[src/knr_pkg.sv]
package knr_pkg;

    localparam int COL_W  = 12;
    localparam int DIST_W = 31;
    localparam int RAW_W  = 32;
    localparam int RANK_W = 6;
    localparam int CFG_W  = 6;

    typedef struct packed {
        logic [COL_W-1:0]  col;
        logic [DIST_W-1:0] distance;
    } entry_t;

    // what one cell shows its neighbors
    typedef struct packed {
        logic   ge;      // held and key ranks at or after this entry
        logic   valid;
        entry_t e;
    } link_t;

    // broadcast to every cell
    typedef struct packed {
        logic   ins;
        logic   drain;
        logic   clear;
        entry_t key;
    } cell_ctrl_t;

endpackage

[src/knr_cell.sv]
module knr_cell #(
    parameter int IDX    = 0,
    parameter int KEEP_W = 6
) (
    input  logic                clk,
    input  logic                rst_n,
    input  knr_pkg::cell_ctrl_t ctrl,
    input  logic [KEEP_W-1:0]   keep,
    input  knr_pkg::link_t      prev_link,
    input  knr_pkg::link_t      next_link,
    output knr_pkg::link_t      link
);

    logic            valid_reg;
    logic            valid_next;
    knr_pkg::entry_t entry_reg;
    knr_pkg::entry_t entry_next;
    logic            key_less;
    logic            ge;
    logic            in_range;

    assign key_less = (ctrl.key.distance < entry_reg.distance)
                   || ((ctrl.key.distance == entry_reg.distance)
                       && (ctrl.key.col < entry_reg.col));
    assign ge       = valid_reg && !key_less;
    assign in_range = KEEP_W'(IDX) < keep;

    always_comb
    begin
        valid_next = valid_reg;
        entry_next = entry_reg;
        if (ctrl.clear)
        begin
            valid_next = 1'b0;
        end
        else if (ctrl.drain)
        begin
            valid_next = next_link.valid;
            entry_next = next_link.e;
        end
        else if (ctrl.ins)
        begin
            if (!in_range)
            begin
                valid_next = 1'b0;
            end
            else if (prev_link.ge && !ge)
            begin
                valid_next = 1'b1;
                entry_next = ctrl.key;
            end
            else if (!prev_link.ge)
            begin
                valid_next = prev_link.valid;
                entry_next = prev_link.e;
            end
        end
    end

    always_ff @(posedge clk or negedge rst_n)
    begin
        if (!rst_n)
        begin
            valid_reg <= 1'b0;
        end
        else
        begin
            valid_reg <= valid_next;
        end
    end

    always_ff @(posedge clk)
    begin
        entry_reg <= entry_next;
    end

    assign link.ge    = ge;
    assign link.valid = valid_reg;
    assign link.e     = entry_reg;

endmodule

[config.mk]
export PLATFORM = sky130hd
export DESIGN_NAME = knr_cell
export DESIGN_NICKNAME = d
export VERILOG_FILES = /design/src/knr_pkg.sv /design/src/knr_cell.sv
export SDC_FILE = /design/constraint.sdc
export NUM_CORES = 1
export LEC_CHECK = 0
export ABC_CLOCK_PERIOD_IN_PS = 5400
export BUFFER_PORTS_ARGS = -buffer_cell sky130_fd_sc_hd__buf_2
export CAP_MARGIN = 25
export CORE_ASPECT_RATIO = 1.5
export CORE_MARGIN = 4
export CORE_UTILIZATION = 40
export DETAILED_ROUTE_END_ITERATION = 16
export PLACE_DENSITY = 0.74
export SYNTH_ARGS = -nofsm -noshare
export SYNTH_HDL_FRONTEND = slang
export SYNTH_SLANG_ARGS = --single-unit
[constraint.sdc]
create_clock -name clk -period 5.4 [get_ports clk]
set_input_delay 0.54 -clock clk [delete_from_list [all_inputs] [get_ports clk]]
set_output_delay 0.54 -clock clk [all_outputs]
set_load 0.005 [all_outputs]
==> metrics <==
top cell type's share of synthesized area=about a third; Area contributors post-synth=edfxtp_1, ha_1, o22a_1, a21boi_1, o21ai_1; H-tree Lvls=2; PD cells=206.6 nW/µm²; setup slack after placement=1.699 ns; endpoints failing setup=0; Vias/cell=5.409; Starting Density=41.62%; post-layout net count=between 700 and 800; Crit path required time=5.32 ns; CTS tree=built; clock-pin slew on the worst setup and hold paths=0.06 ns; f_max=0.3010 GHz; routability cong.=about 0.79; hpwl dp=8396 µm; Max-slew headroom=about 45%; core area=9361 µm²; Netlist cell types=46; nature of the critical path endpoint=flop; number of flops mapped to enable cells by yosys=43; RSZ-0062 raised after global routing=no; clk sinks=44; most common library cells after synthesis=nand2_1, o21ai_1, inv_1, edfxtp_1, o22a_1; Worst EP arrival=between 3 and 4 ns; total detailed-routing wirelength=approximately 11000 µm; chip width=88.59 µm; cts hold-fix bufs=0; outcome=finished clean; Syn. warnings=0; Placed Area=around 4800 µm²; most common cell in the synthesized netlist=nand2_1; CTS Buffer Depth=2; post-route ant nets=0; Setup CP Type=reg2reg; Synth Flop Type=edfxtp_1; Die H=128.9 µm; post-CTS setup buffers=0; Final Hold Viols=0; Worst VDD drop=137.5 µV; crit path time final=3.323 ns; ANT cells=0; Seq/Total Area, Yosys=33.78%; Die Footprint=11420 µm²; fin. max-slew vios=0; Clock Latency Late Sink=0.28 ns; async set-reset flop share out of synthesis=2.273%; Post-Syn Instances=410; Avg Inst Size Synth=roughly 9.5 µm²; Max Fanout on Critical Path=between 40 and 50; final setup TNS=0 ns; syn_nets=just under 600; initial drt markers=206; number of flip-flops in the largest register=43; layout cells sized above 1=37.59%; final instance area=4903 µm²; Clock Root Buffer=clkbuf_16; Design Power=1013 µW; GRT Total Usage=19.33%; gr ovfl total=0; Max-Cap Viols=0; vias post-DR=3743; site row count=between 40 and 50; initial antenna violation count=0; Port Buffers=187; synthesis-stage register bit count=between 40 and 50; post-DR wirelength/cell=between 15 and 20 µm; vias in the first global route=between 3000 and 4000; Setup WS post-layout=2.077 ns; Final Cycle Share=between 60% and 70%; DRT Pass-1 Iters=5; post-synthesis cell area=3896 µm²; PostCTS Resize Cnt=0; first-pass GRT wire length=approximately 17000 µm; Slew @ Worst Pin=0.8315 ns; Leak=0.002347 µW; # IOs=189; number of remaining DRC errors=0; post-synth top area cell=edfxtp_1; worst min path class=in2async; clock skew=0.003422 ns; Syn-to-layout area delta=25.85%; Hold WS=0.01956 ns; TritonCTS Buffers=5; largest net degree at the start of global routing=89; startpoint types=flop
## area by class of cell
cell class | instances | area, µm²
timing repair buffer | 191 | 965.9
sequential | 44 | 1316
tap | 112 | 140.1
multi-input combinational | 291 | 2165
inverter | 46 | 180.2
fill | 890 | 4458
clock buffer | 8 | 136.4
## power breakdown
group,switching (µW),internal [µW]
sequential,12.9,410
combinational,154,138
clock,126,172
total,292,721
## routing by layer
metal / part of all wire, % / GRT usage [%] / wire length, µm
met1: 37 / 20.81 / 4115
met2: 54 / 36.80 / 6000
met3: 5.6 / 2.691 / 619
met4: 2.8 / 7.651 / 306
met5: 0 / 0 / 0
## critical path, cell delays in order, from the launching register on
cell,delay [ns]
edfxtp_1,0.37
inv_1,0.06
ha_1,0.30
nand4_2,0.17
nor4_1,0.59
o2111ai_2,0.25
o211ai_4,0.18
inv_8,0.17
a311oi_4,0.31
buf_4,0.55
## cells in the final DEF, fill, tap and decap left out, drive strengths merged
cell,count
a21o,1
nand4,7
a21boi,43
nand3,2
nor3,1
nand4b,1
o22ai,1
nor2b,1
o211ai,3
clkbuf,8
o2111ai,1
nor4,3
inv,46
a311oi,1
a31o,1
nor2,5
o21ai,50
nand2b,1
a211oi,4
o2111a,1
ha,42
nand2,51
or4,1
and3,1
dfrtp,1
a31oi,2
buf,191
o31ai,1
o22a,43
nand3b,2
edfxtp,43
a21oi,19
a22oi,2
## kinds of logic (layout without fill, tap and decap cells)
family,count (synthesis),in the layout,share of synthesized area [%]
AOI/OAI and AO/OA,173,173,32.72
and+or+nand+nor,76,76,8.896
adders and majority gates,42,42,13.49
buffers and inverters,75,245,11.11
DFF,44,44,33.78
## path summary, 6_finish.rpt
check                                 startpoint  slack (ns)  depth (start not counted)               endpoint
min                                        rst_n        0.02                          1  valid_reg$_DFFE_PN0P_
max                           link[30]$_DFFE_PP_        2.08                          9      link[7]$_DFFE_PP_
min reg2reg                valid_reg$_DFFE_PN0P_        0.58                          1  valid_reg$_DFFE_PN0P_
min in group clk                   next_link[13]        0.54                          2     link[13]$_DFFE_PP_
max reg2reg                   link[30]$_DFFE_PP_        2.08                          9      link[7]$_DFFE_PP_
max in group asynchronous                  rst_n        5.30                          1  valid_reg$_DFFE_PN0P_
## stage by stage
stage / std cells / util, %
after floorplan: 410 / -
after global placement: 684 / 50.92
after detailed placement: 684 / 50.92
after CTS: 692 / 52.38
after global routing: 692 / 52.38
final: 692 / 52.38
Note: power is estimated with default switching activity, not from simulation.
